### config.mk
export PLATFORM = sky130hd
export DESIGN_NAME = priority_ready_queue_scheduler_core
export DESIGN_NICKNAME = d
export VERILOG_FILES = /design/src/prq_pkg.sv /design/src/priority_ready_queue_scheduler_core.sv /design/src/prq_scan.sv
export SDC_FILE = /design/constraint.sdc
export NUM_CORES = 2
export LEC_CHECK = 0
export BUFFER_PORTS_ARGS = -buffer_cell sky130_fd_sc_hd__buf_2
export CAP_MARGIN = 0
export CORE_MARGIN = 2
export CORE_UTILIZATION = 40
export CTS_CLUSTER_DIAMETER = 60
export CTS_CLUSTER_SIZE = 10
export DETAILED_ROUTE_END_ITERATION = 7
export GPL_ROUTABILITY_DRIVEN = 0
export PLACE_DENSITY = 0.54
export SKIP_LAST_GASP = 1
export SLEW_MARGIN = 10
export SYNTH_ARGS = -nofsm -noshare
export SYNTH_HDL_FRONTEND = slang
export SYNTH_SLANG_ARGS = --single-unit
### constraint.sdc
create_clock -name clk -period 15.97 [get_ports clk]
set_input_delay 3.194 -clock clk [delete_from_list [all_inputs] [get_ports clk]]
set_output_delay 3.194 -clock clk [all_outputs]
set_load 0.05 [all_outputs]
### src/prq_pkg.sv
`timescale 1ns / 1ps
// ----------------------------------------------------------------------------
// prq_pkg: shared types and constants of the priority ready-queue scheduler
// Request codes, sequencer states and default sizes.
// ----------------------------------------------------------------------------
package prq_pkg;

	localparam int TASK_SLOTS_DEF      = 16;
	localparam int PRIORITY_LEVELS_DEF = 255;

	// request codes
	typedef enum logic [1:0] {
		REQ_ENQUEUE    = 2'd0,
		REQ_REMOVE     = 2'd1,
		REQ_RESCHEDULE = 2'd2,
		REQ_YIELD      = 2'd3
	} req_t;

	// sequencer states
	typedef enum logic [3:0] {
		ST_IDLE,
		ST_DECODE,
		ST_ENQ_RD,
		ST_ENQ,
		ST_UNLINK_START,
		ST_WALK_LOAD,
		ST_WALK,
		ST_UNLINK_FIX,
		ST_SCAN,
		ST_PICK,
		ST_PICK_RD,
		ST_APPEND_OLD,
		ST_DONE
	} state_t;

endpackage

### src/priority_ready_queue_scheduler_core.sv
`timescale 1ns / 1ps
// ----------------------------------------------------------------------------
// priority_ready_queue_scheduler_core: multilevel FIFO ready queue
// Keeps one linked list per priority level and the running task slot.
// ----------------------------------------------------------------------------
// One request beat at a time; s_tready is low while a request is in work and
// while its result beat waits, and comes back the cycle after the result beat
// is taken. A reschedule or yield that keeps the running task, and an early
// error, go from decode straight to the result; a pick that finds no queued
// task ends there with an error. An enqueue reads the level tail and then
// appends. A remove walks its level list one link a cycle to the slot at
// position k (k below TASK_SLOTS) and unlinks it. A switch picks the head of
// the most urgent level and unlinks it, then requeues the outgoing task if
// it is to stay ready. When a level empties, the level scanner steps one
// level a cycle up to the new most urgent level. Level heads and tails sit
// in memories with registered reads, so enqueue, pick and walk read first.
module priority_ready_queue_scheduler_core #(
	parameter int TASK_SLOTS      = prq_pkg::TASK_SLOTS_DEF,
	parameter int PRIORITY_LEVELS = prq_pkg::PRIORITY_LEVELS_DEF
) (
	input  logic        clk,
	input  logic        arst_n,
	input  logic        s_tvalid,
	output logic        s_tready,
	// req_type[1:0], task_id[5:2], task_level[13:6], current_leaving[14], zero
	input  logic [15:0] s_tdata,
	output logic        m_tvalid,
	input  logic        m_tready,
	// status[0], running_task[4:1], switched[5], top_level[13:6], zero
	output logic [15:0] m_tdata
);
	localparam int SW = (TASK_SLOTS > 1) ? $clog2(TASK_SLOTS) : 1;
	localparam int LW = 8;

	prq_pkg::state_t st_q, st_n;

	// scheduler state
	logic [LW-1:0] slot_level_q [TASK_SLOTS];
	logic [SW-1:0] next_link_q  [TASK_SLOTS];
	logic [TASK_SLOTS-1:0] next_valid_q, queued_q;
	logic [PRIORITY_LEVELS:1] nonempty_q;
	logic [LW-1:0] urgent_q;
	logic [SW-1:0] run_q;
	logic          active_q;

	// level head and tail memories
	logic [SW-1:0] head_q [PRIORITY_LEVELS+1];
	logic [SW-1:0] tail_q [PRIORITY_LEVELS+1];
	logic [SW-1:0] head_rd_q, tail_rd_q;
	logic [LW-1:0] head_raddr;
	logic          head_we, tail_we;
	logic [SW-1:0] head_wdata, tail_wdata;

	// request registers
	prq_pkg::req_t req_q;
	logic [3:0]    id_raw_q;
	logic [LW-1:0] lvl_in_q;
	logic          leave_q;
	logic          err_q, sw_q;
	// unlink working registers
	logic [SW-1:0] tgt_q, cur_q, prev_q, old_q;
	logic [LW-1:0] ulvl_q;
	logic          has_prev_q, pick_mode_q, requeue_q;
	logic [SW:0]   cnt_q;

	logic scan_start, scan_done;
	logic [LW-1:0] scan_level;

	// decode helpers
	logic          s_accept;
	logic          id_ok, lvl_ok, enq_bad, resched_keep, yield_keep, pick_bad;
	logic          start_bad, walk_hit, walk_bad, ne_after_fix, requeue_now, enq_lvl_ok;
	logic [SW-1:0] id_s;
	logic [LW-1:0] run_lvl, tgt_lvl;
	logic [TASK_SLOTS-1:0] nv_fix, nv_enq;

	assign s_accept = s_tvalid && s_tready;
	assign id_ok    = ({28'd0, id_raw_q} < 32'(TASK_SLOTS));
	assign id_s     = SW'(id_raw_q);
	assign lvl_ok   = (lvl_in_q != '0) && ({24'd0, lvl_in_q} <= 32'(PRIORITY_LEVELS));
	assign run_lvl  = slot_level_q[run_q];
	assign tgt_lvl  = slot_level_q[tgt_q];
	assign enq_bad  = !id_ok || !lvl_ok || queued_q[id_s] || (active_q && id_s == run_q);
	assign resched_keep = active_q && !leave_q && (urgent_q >= run_lvl);
	assign yield_keep   = (run_lvl < urgent_q);
	assign pick_bad  = (urgent_q == '0) || !nonempty_q[urgent_q];
	assign start_bad = !queued_q[tgt_q] || (tgt_lvl == '0) || !nonempty_q[tgt_lvl];
	assign walk_hit  = (cur_q == tgt_q);
	assign walk_bad  = !next_valid_q[cur_q] || (cnt_q == (SW+1)'(TASK_SLOTS-1));
	// nonempty state of the unlinked level once the fix is applied
	assign ne_after_fix = has_prev_q || next_valid_q[tgt_q];
	assign requeue_now  = pick_mode_q && (tgt_q != old_q) && requeue_q;
	assign enq_lvl_ok   = (ulvl_q != '0) && ({24'd0, ulvl_q} <= 32'(PRIORITY_LEVELS));

	// link valid bits after an unlink fix or an append
	always_comb begin
		nv_fix = next_valid_q;
		if (has_prev_q) nv_fix[prev_q] = next_valid_q[tgt_q];
		nv_fix[tgt_q] = 1'b0;
		nv_enq = next_valid_q;
		if (nonempty_q[ulvl_q]) nv_enq[tail_rd_q] = 1'b1;
		nv_enq[tgt_q] = 1'b0;
	end

	prq_scan #(.PRIORITY_LEVELS(PRIORITY_LEVELS), .LW(LW)) u_scan (
		.clk(clk), .arst_n(arst_n), .start(scan_start),
		.nonempty(nonempty_q), .done(scan_done), .level(scan_level)
	);

	// next state
	always_comb begin
		st_n = st_q;
		case (st_q)
			prq_pkg::ST_IDLE:         if (s_accept) st_n = prq_pkg::ST_DECODE;
			prq_pkg::ST_DECODE: begin
				case (req_q)
					prq_pkg::REQ_ENQUEUE:
						st_n = enq_bad ? prq_pkg::ST_DONE : prq_pkg::ST_ENQ_RD;
					prq_pkg::REQ_REMOVE:
						st_n = id_ok ? prq_pkg::ST_UNLINK_START : prq_pkg::ST_DONE;
					prq_pkg::REQ_RESCHEDULE:
						st_n = resched_keep ? prq_pkg::ST_DONE : prq_pkg::ST_PICK;
					prq_pkg::REQ_YIELD:
						st_n = (!active_q || yield_keep) ? prq_pkg::ST_DONE : prq_pkg::ST_PICK;
					default: st_n = prq_pkg::ST_DONE;
				endcase
			end
			prq_pkg::ST_PICK:         st_n = pick_bad ? prq_pkg::ST_DONE : prq_pkg::ST_PICK_RD;
			prq_pkg::ST_PICK_RD:      st_n = prq_pkg::ST_UNLINK_START;
			prq_pkg::ST_UNLINK_START:
				st_n = start_bad ? prq_pkg::ST_DONE : prq_pkg::ST_WALK_LOAD;
			prq_pkg::ST_WALK_LOAD:    st_n = prq_pkg::ST_WALK;
			prq_pkg::ST_WALK: begin
				if (walk_hit) st_n = prq_pkg::ST_UNLINK_FIX;
				else if (walk_bad) st_n = prq_pkg::ST_DONE;
			end
			prq_pkg::ST_UNLINK_FIX:
				st_n = ne_after_fix ? prq_pkg::ST_APPEND_OLD : prq_pkg::ST_SCAN;
			prq_pkg::ST_SCAN:         if (scan_done) st_n = prq_pkg::ST_APPEND_OLD;
			prq_pkg::ST_APPEND_OLD:
				st_n = requeue_now ? prq_pkg::ST_ENQ_RD : prq_pkg::ST_DONE;
			prq_pkg::ST_ENQ_RD:       st_n = prq_pkg::ST_ENQ;
			prq_pkg::ST_ENQ:          st_n = prq_pkg::ST_DONE;
			prq_pkg::ST_DONE:         st_n = prq_pkg::ST_IDLE;
			default:                  st_n = prq_pkg::ST_IDLE;
		endcase
	end

	// handshake, scanner start and memory port controls
	always_comb begin
		s_tready   = (st_q == prq_pkg::ST_IDLE) && !m_tvalid;
		scan_start = (st_q == prq_pkg::ST_UNLINK_FIX) && !ne_after_fix;
		head_raddr = (st_q == prq_pkg::ST_PICK) ? urgent_q : tgt_lvl;
		head_we    = 1'b0;
		tail_we    = 1'b0;
		head_wdata = tgt_q;
		tail_wdata = tgt_q;
		case (st_q)
			prq_pkg::ST_UNLINK_FIX: begin
				head_wdata = next_link_q[tgt_q];
				tail_wdata = prev_q;
				head_we    = !has_prev_q && next_valid_q[tgt_q];
				tail_we    = has_prev_q && (tail_rd_q == tgt_q);
			end
			prq_pkg::ST_ENQ: begin
				head_we = enq_lvl_ok && !nonempty_q[ulvl_q];
				tail_we = enq_lvl_ok;
			end
			default: begin
				head_we = 1'b0;
				tail_we = 1'b0;
			end
		endcase
	end

	// level head and tail memories, registered reads
	always_ff @(posedge clk) begin
		if (head_we) head_q[ulvl_q] <= head_wdata;
		if (tail_we) tail_q[ulvl_q] <= tail_wdata;
		head_rd_q <= head_q[head_raddr];
		tail_rd_q <= tail_q[ulvl_q];
	end

	// state register
	always_ff @(posedge clk or negedge arst_n) begin
		if (!arst_n) st_q <= prq_pkg::ST_IDLE;
		else st_q <= st_n;
	end

	// main sequencer datapath
	always_ff @(posedge clk or negedge arst_n) begin
		if (!arst_n) begin
			next_valid_q <= '0;
			queued_q     <= '0;
			nonempty_q   <= '0;
			urgent_q     <= LW'(PRIORITY_LEVELS);
			run_q        <= '0;
			active_q     <= 1'b1;
			m_tvalid     <= 1'b0;
			req_q        <= prq_pkg::REQ_ENQUEUE;
			id_raw_q     <= '0;
			lvl_in_q     <= '0;
			leave_q      <= 1'b0;
			err_q        <= 1'b0;
			sw_q         <= 1'b0;
			tgt_q        <= '0;
			cur_q        <= '0;
			prev_q       <= '0;
			old_q        <= '0;
			ulvl_q       <= '0;
			has_prev_q   <= 1'b0;
			pick_mode_q  <= 1'b0;
			requeue_q    <= 1'b0;
			cnt_q        <= '0;
			for (int i = 0; i < TASK_SLOTS; i++) begin
				slot_level_q[i] <= LW'(PRIORITY_LEVELS);
				next_link_q[i]  <= '0;
			end
		end else begin
			case (st_q)
				prq_pkg::ST_IDLE: begin
					if (m_tvalid && m_tready) m_tvalid <= 1'b0;
					else if (s_accept) begin
						req_q    <= prq_pkg::req_t'(s_tdata[1:0]);
						id_raw_q <= s_tdata[5:2];
						lvl_in_q <= s_tdata[13:6];
						leave_q  <= s_tdata[14];
						err_q    <= 1'b0;
						sw_q     <= 1'b0;
					end
				end
				prq_pkg::ST_DECODE: begin
					case (req_q)
						prq_pkg::REQ_ENQUEUE: begin
							if (enq_bad) err_q <= 1'b1;
							else begin
								slot_level_q[id_s] <= lvl_in_q;
								tgt_q <= id_s;
								ulvl_q <= lvl_in_q;
							end
						end
						prq_pkg::REQ_REMOVE: begin
							if (!id_ok) err_q <= 1'b1;
							else begin
								tgt_q <= id_s;
								pick_mode_q <= 1'b0;
							end
						end
						prq_pkg::REQ_RESCHEDULE: begin
							if (leave_q) active_q <= 1'b0;
							if (!resched_keep) requeue_q <= active_q && !leave_q;
						end
						prq_pkg::REQ_YIELD: begin
							if (!active_q) err_q <= 1'b1;
							else if (!yield_keep) requeue_q <= 1'b1;
						end
						default: err_q <= 1'b1;
					endcase
				end
				// pick: head of most urgent level, then unlink it
				prq_pkg::ST_PICK: begin
					if (pick_bad) err_q <= 1'b1;
					else begin
						old_q <= run_q;
						pick_mode_q <= 1'b1;
					end
				end
				prq_pkg::ST_PICK_RD: tgt_q <= head_rd_q;
				prq_pkg::ST_UNLINK_START: begin
					ulvl_q <= tgt_lvl;
					if (start_bad) err_q <= 1'b1;
				end
				prq_pkg::ST_WALK_LOAD: begin
					cur_q <= head_rd_q;
					has_prev_q <= 1'b0;
					cnt_q <= '0;
				end
				// one link per cycle
				prq_pkg::ST_WALK: begin
					if (!walk_hit) begin
						if (walk_bad) err_q <= 1'b1;
						else begin
							prev_q <= cur_q;
							has_prev_q <= 1'b1;
							cur_q <= next_link_q[cur_q];
							cnt_q <= cnt_q + (SW+1)'(1);
						end
					end
				end
				prq_pkg::ST_UNLINK_FIX: begin
					if (!has_prev_q) begin
						if (!next_valid_q[tgt_q]) nonempty_q[ulvl_q] <= 1'b0;
					end else next_link_q[prev_q] <= next_link_q[tgt_q];
					next_valid_q <= nv_fix;
					queued_q[tgt_q] <= 1'b0;
				end
				prq_pkg::ST_SCAN: begin
					if (scan_done) urgent_q <= scan_level;
				end
				// finish a pick: run it and, when requeue_now holds, requeue the outgoing task
				prq_pkg::ST_APPEND_OLD: begin
					if (pick_mode_q) begin
						run_q <= tgt_q;
						active_q <= 1'b1;
						sw_q <= (tgt_q != old_q);
						if (requeue_now) begin
							ulvl_q <= slot_level_q[old_q];
							tgt_q <= old_q;
						end
					end
				end
				prq_pkg::ST_ENQ: begin
					if (enq_lvl_ok) begin
						if (nonempty_q[ulvl_q]) next_link_q[tail_rd_q] <= tgt_q;
						next_valid_q <= nv_enq;
						nonempty_q[ulvl_q] <= 1'b1;
						queued_q[tgt_q] <= 1'b1;
						if (ulvl_q < urgent_q) urgent_q <= ulvl_q;
					end
				end
				prq_pkg::ST_DONE: m_tvalid <= 1'b1;
				default: m_tvalid <= m_tvalid;
			endcase
		end
	end

	// result beat fields
	always_comb begin
		m_tdata = {2'b00, urgent_q, sw_q, 4'(run_q), err_q};
	end
endmodule

### src/prq_scan.sv
`timescale 1ns / 1ps
// ----------------------------------------------------------------------------
// prq_scan: most urgent level search
// Walks the nonempty flags one level a cycle from level one upward.
// ----------------------------------------------------------------------------
module prq_scan #(
	parameter int PRIORITY_LEVELS = prq_pkg::PRIORITY_LEVELS_DEF,
	parameter int LW = 8
) (
	input  logic                       clk,
	input  logic                       arst_n,
	input  logic                       start,
	input  logic [PRIORITY_LEVELS:1]   nonempty,
	output logic                       done,
	output logic [LW-1:0]              level
);
	logic [LW-1:0] idx_q;
	logic          busy_q;
	logic          hit;
	logic          last;

	assign hit  = nonempty[idx_q];
	assign last = (idx_q == LW'(PRIORITY_LEVELS));
	assign done = busy_q && (hit || last);
	assign level = hit ? idx_q : LW'(PRIORITY_LEVELS);

	// one level per cycle
	always_ff @(posedge clk or negedge arst_n) begin
		if (!arst_n) begin
			busy_q <= 1'b0;
			idx_q  <= LW'(1);
		end else if (start) begin
			busy_q <= 1'b1;
			idx_q  <= LW'(1);
		end else if (busy_q) begin
			if (hit || last) busy_q <= 1'b0;
			else idx_q <= idx_q + LW'(1);
		end
	end
endmodule

Word-level counts from Yosys, hierarchy flattened
Memories as Yosys holds them, arrays and structs flattened. A register that Yosys moved wholly into a read port is not among the register bits. Cells that the tools add are included.

Eq/ne operators: 54. Reduce and logical (&&, ||, !) cells: 78. Multiplexer cells: 140. Magnitude comparators: 26. Bitwise gates (word level): 21. Add/subtract/negate cells: 2.

Operators with widths (number): $mux W255 (3); $pmux W255 S2 (1); $and A255 B255 Y255 (1); $not A255 Y255 (1); $or A255 B255 Y255 (1); $mux W64 (3); $mux W8 (19); $bwmux W128 (1); $bwmux W64 (2); $pmux W64 S2 (1); $bmux W8 S4 (3); $mux W4 (20); $mux W16 (4); $pmux W16 S2 (2); $and A16 B16 Y16 (3); $pmux W4 S12 (1); $ne A2 B2 Y1 const B (23); $mux W1 (39); $lt A8 B9 Y1 const B (4); $ge A5 B5 Y1 const B (7); $not A4 Y5 (7); $bmux W1 S8 (4); $bmux W4 S4 (2); $demux W4 S4 (2); 56 further kinds (167).

Memory bits (writable): 2048. Memories: 2. Output and inout port bits: 18. Flip-flop bits (word level): 555. Logic and storage cells: 380.

Memory list: head_q (words 256, width 4, rd ports 1, clocked after memory_dff 1, write ports 1, line priority_ready_queue_scheduler_core.sv:47) `logic [SW-1:0] head_q [PRIORITY_LEVELS+1];`; tail_q (words 256, width 4, rd ports 1, clocked after memory_dff 1, write ports 1, line priority_ready_queue_scheduler_core.sv:48) `logic [SW-1:0] tail_q [PRIORITY_LEVELS+1];`.

Longest topological paths before layout
Word-level depth: 10. Gate-level depth with buffers: 17.

Cells and area by module
Synthesis repeated with hierarchy kept, for this count alone.

Cells, all modules: 8429. Area total of the unflattened synthesis: 120461.8 um^2.

By module, submodules not included: priority_ready_queue_scheduler_core (cells each 8147, instances 1, sequential area each 75493.7 um^2, area each 117610.3 um^2); prq_scan (cells each 282, instances 1, sequential area each 226.5 um^2, area each 2851.5 um^2).

Least setup slack after synthesis
OpenSTA, ideal clock, no wires.

Path type: register to register. Start point: register tgt_q[0]. End point: memory head_q[0][0] (netlist name) (data pin). Slack: 1451 ps. Data required time: 13781 ps. Arrival time: 12329 ps. Cell stages (with the launch flop): 10. Clock period less this slack: 14519 ps. Path buffers: 5. Path through: dfrtp_1 -> buf_2 -> buf_4 -> buf_2 -> buf_1 -> mux4_2 -> mux2_2 -> o21ai_1 -> clkbuf_1 -> o21ai_0.

Longest elaborated chain between the ends: 5.

Ends and longest elaborated chain: start: declaration (line priority_ready_queue_scheduler_core.sv:61) `logic [SW-1:0] tgt_q, cur_q, prev_q, old_q;`; start signal: assignment (line priority_ready_queue_scheduler_core.sv:238) `tgt_q <= id_s;`; start signal: assignment (line priority_ready_queue_scheduler_core.sv:245) `tgt_q <= id_s;`; start signal: assignment (line priority_ready_queue_scheduler_core.sv:268) `prq_pkg::ST_PICK_RD: tgt_q <= head_rd_q;`; $not A4 Y5 (implied by the code) (line priority_ready_queue_scheduler_core.sv:160) `head_wdata = next_link_q[tgt_q];`; $bmux W4 S4 (line priority_ready_queue_scheduler_core.sv:160); $mux W4 (implied by the code) (2 in series) (line priority_ready_queue_scheduler_core.sv:160); $mux W4 (*) (line priority_ready_queue_scheduler_core.sv:158) `case (st_q)`; via head_wdata[0] (line priority_ready_queue_scheduler_core.sv:52) `logic [SW-1:0] head_wdata, tail_wdata;`; end: declaration (line priority_ready_queue_scheduler_core.sv:47).

The timed path passes the listed nets; every way through them passes the cells marked *. The select of a mux whose other input is x is not followed.

Final worst setup path
Start point: register ulvl_q[0]. End point: memory head_q[215][1] (netlist name), enable pin.

Longest elaborated chain between the ends: 7. Elaborated cells between the ends (all ways): 8.

Ends and longest elaborated chain: start: declaration (line priority_ready_queue_scheduler_core.sv:62) `logic [LW-1:0] ulvl_q;`; start signal: assignment (line priority_ready_queue_scheduler_core.sv:239) `ulvl_q <= lvl_in_q;`; start signal: assignment (line priority_ready_queue_scheduler_core.sv:270) `ulvl_q <= tgt_lvl;`; start signal: assignment (line priority_ready_queue_scheduler_core.sv:307) `ulvl_q <= slot_level_q[old_q];`; $bmux W1 S8 (line priority_ready_queue_scheduler_core.sv:166) `head_we = enq_lvl_ok && !nonempty_q[ulvl_q];`; $mux W1 (implied by the code) (line priority_ready_queue_scheduler_core.sv:166); $logic_not A1 Y1 (line priority_ready_queue_scheduler_core.sv:166); $logic_and A1 B1 Y1 (line priority_ready_queue_scheduler_core.sv:166); $pmux W1 S2 (line priority_ready_queue_scheduler_core.sv:158); $mux W1 (line priority_ready_queue_scheduler_core.sv:178) `if (head_we) head_q[ulvl_q] <= head_wdata;`; $mux W1 (implied by the code) (line priority_ready_queue_scheduler_core.sv:178).

Several ways; a longest one is shown, not always the timed one. The select of a mux whose other input is x is not followed.

==> metrics <==
R2R Path Start ulvl_q[0]; LEAKAGE between 40 and 50 nW; initial antenna violation count 15; Core Area ~300000 um^2; register area share after synthesis 0.631; die area between 300000 and 400000 um^2; most frequent cells in the layout edfxtp_1, nand2_1, mux4_2; Worst Setup End Kind flop; number of max-slew violations in the final report 0; vias in the first global route between 70000 and 80000; Routed WL around 390000 um; # H-tree levels 5; port bufs 34; Tightest Pin Transition 1.37 ns; CTS Buf Count 310; vias 77100; crit path kind flop to flop; Hold Crit Depth 2; min cycle time layout 7.58 ns; Layout Cells excl Fill ~12000; Post-synth EDFFs 2048; post-DR vias/cell 6.25; RSZ-0062 raised after global routing false; Worst Slack Setup Final between 8 and 9 ns; Synth top area share 0.513; power density over cell area ~190 nW/um^2; warning count from the yosys run 0; wire per inst roughly 31 um; initial core utilization 0.401; Seq cells post-synth about 2600; Fin. Hold Viols 0; Yosys cell types between 80 and 90; Mean Syn Cell Area between 10 and 15 um^2; height of the die between 500 and 600 um; slew margin rel. 0.0781; CTS tree built; P&R area growth vs syn 10.9%; DP HPWL 261000 um; Die W about 550 um; post-route ant nets 0; clk buf depth 4; DR pass1 iterations 6; fin nets approximately 8000; dpl cells ~12000; grt total ovfl 0; Core Rows 201; Synth area leader edfxtp_1; Clk Latency, worst-skew pair 0.90 ns; share of post-route cells with drive strength above 1 0.203; Worst Path Required ~16 ns; async set or reset register ratio after synthesis 0.213; largest net degree at the start of global routing roughly 230; num ports 38; hold slack about 0.50 ns; reg2reg setup slack between 8 and 9 ns; Setup Slack @ Placement 8.32 ns; Max Fclk roughly 130 MHz; hold buffer count at cts 0; R2R cell count 13; Tcrit/Tclk final 0.475; Iter 0 DRT Violations 10600; Max Clock Skew 0.0869 ns; startpoint types flop; DRC viols 0; setup_tns 0 ns; Worst-path clk slew around 0.06 ns; Worst Path Arrival roughly 8.1 ns; Sink Count approximately 2600; cell area after synthesis 120000 um^2; main area contributors after synthesis edfxtp_1, mux4_2, dfrtp_1; Hold Crit Class flop to flop; post-CTS setup buffer count 0; first-pass GRT wire length approximately 550000 um; FF-to-FF End head_q[215][1]; Max VDD drop ~260 uV; CTS resizes 0; Cells after Synth 8337; outcome complete, no violations; Synth Flop Type edfxtp_1; overall global routing resource usage 0.251; most common cell after layout, fill and taps aside edfxtp_1; max-cap violations 0; Finish-stage setup viols 0; CP Max Fanout a little under 200; Clock Tree Root clkbuf_16
==> synth_stat cells (18+ instances only) <==
| cell type | n |
|---|---|
| a21oi_1 | 178 |
| a22oi_1 | 25 |
| a311oi_1 | 37 |
| a31oi_1 | 51 |
| and3_1 | 93 |
| buf_1 | 89 |
| buf_2 | 180 |
| buf_4 | 38 |
| clkbuf_1 | 344 |
| dfrtp_1 | 417 |
| dfstp_2 | 138 |
| edfxtp_1 | 2048 |
| ha_1 | 18 |
| mux2_1 | 76 |
| mux2_2 | 181 |
| mux2i_1 | 298 |
| mux4_2 | 723 |
| nand2_1 | 1203 |
| nand2b_1 | 23 |
| nand3_1 | 238 |
| nand4_1 | 19 |
| nor2_1 | 647 |
| nor2b_1 | 26 |
| nor3_1 | 77 |
| nor4_1 | 34 |
| o21a_1 | 18 |
| o21ai_0 | 383 |
| o221ai_1 | 37 |
| o22ai_1 | 127 |
| o31ai_1 | 281 |
==> per-stage QoR <==
stage	area, um^2	power [mW]	util
floorplan	120000	15.7	-
global placement	124000	19.0	0.415
detailed placement	124000	19.1	0.415
CTS	133000	25.5	0.444
global route	133000	26.4	0.444
finish	133000	25.5	0.444
==> power by group <==
| group | internal (mW) | switching (mW) |
|---|---|---|
| registers | 8.51 | 0.566 |
| logic | 3.20 | 6.77 |
| clock network | 3.70 | 2.72 |
| total | 15.4 | 10.1 |
==> per-layer routing <==
| metal | wire length [um] | vias to the layer above | part of all wire | track usage |
|---|---|---|---|---|
| li1 | - | 32100 | - | - |
| met3 | 41800 | 719 | 0.11 | 0.0645 |
| met5 | 75 | - | 0.00019 | 0 |
| met4 | 15700 | 14 | 0.040 | 0.0972 |
| met2 | 162000 | 4167 | 0.42 | 0.349 |
| met1 | 168000 | 40100 | 0.43 | 0.376 |
==> area by class of cell <==
class,count,area [um^2]
well taps,3958,4950
clock inverters,27,358
fillers,26400,166000
multi-input cells,5048,41600
flip-flops and latches,2611,75800
inverters,20,75.1
clock buffers,452,8500
diodes,9,22.5
repair buffers,210,1700
==> worst max-delay path by stage <==
stage / cells past startpoint / end / start
2_1_floorplan: 9 / head_q[0][0] / tgt_q[0]
3_3_place_gp: 13 / head_q[215][1] / ulvl_q[0]
3_5_place_dp: 13 / head_q[215][1] / ulvl_q[0]
4_1_cts: 13 / head_q[215][1] / ulvl_q[0]
5_1_grt: 13 / head_q[170][2] / ulvl_q[0]
6_report: 13 / head_q[215][1] / ulvl_q[0]
==> kinds of logic after synthesis <==
kind of cell	Yosys count	share of synthesized area
AOI/OAI and AO/OA	1314	0.0714
xor gates and xnor gates	25	0.00182
adders and majority gates	18	0.00188
buffers and inverters	679	0.0248
muxes	1279	0.185
other	1	0.0000313
and+or+nand+nor	2410	0.0843
DFF	2611	0.631
==> critical path: stages, from the launching register on <==
cell and delay (ns):
dfrtp_4 0.95, buf_4 0.82, buf_4 0.62, buf_4 0.77, mux4_2 0.63, mux4_2 0.54
a22oi_1 0.22, nand4_1 0.16, nor3_2 0.22, buf_4 0.33, a32oi_4 0.20, buf_12 0.30
buf_4 0.57, nor2_1 0.50
No activity file was read; power rests on OpenSTA's default activity.
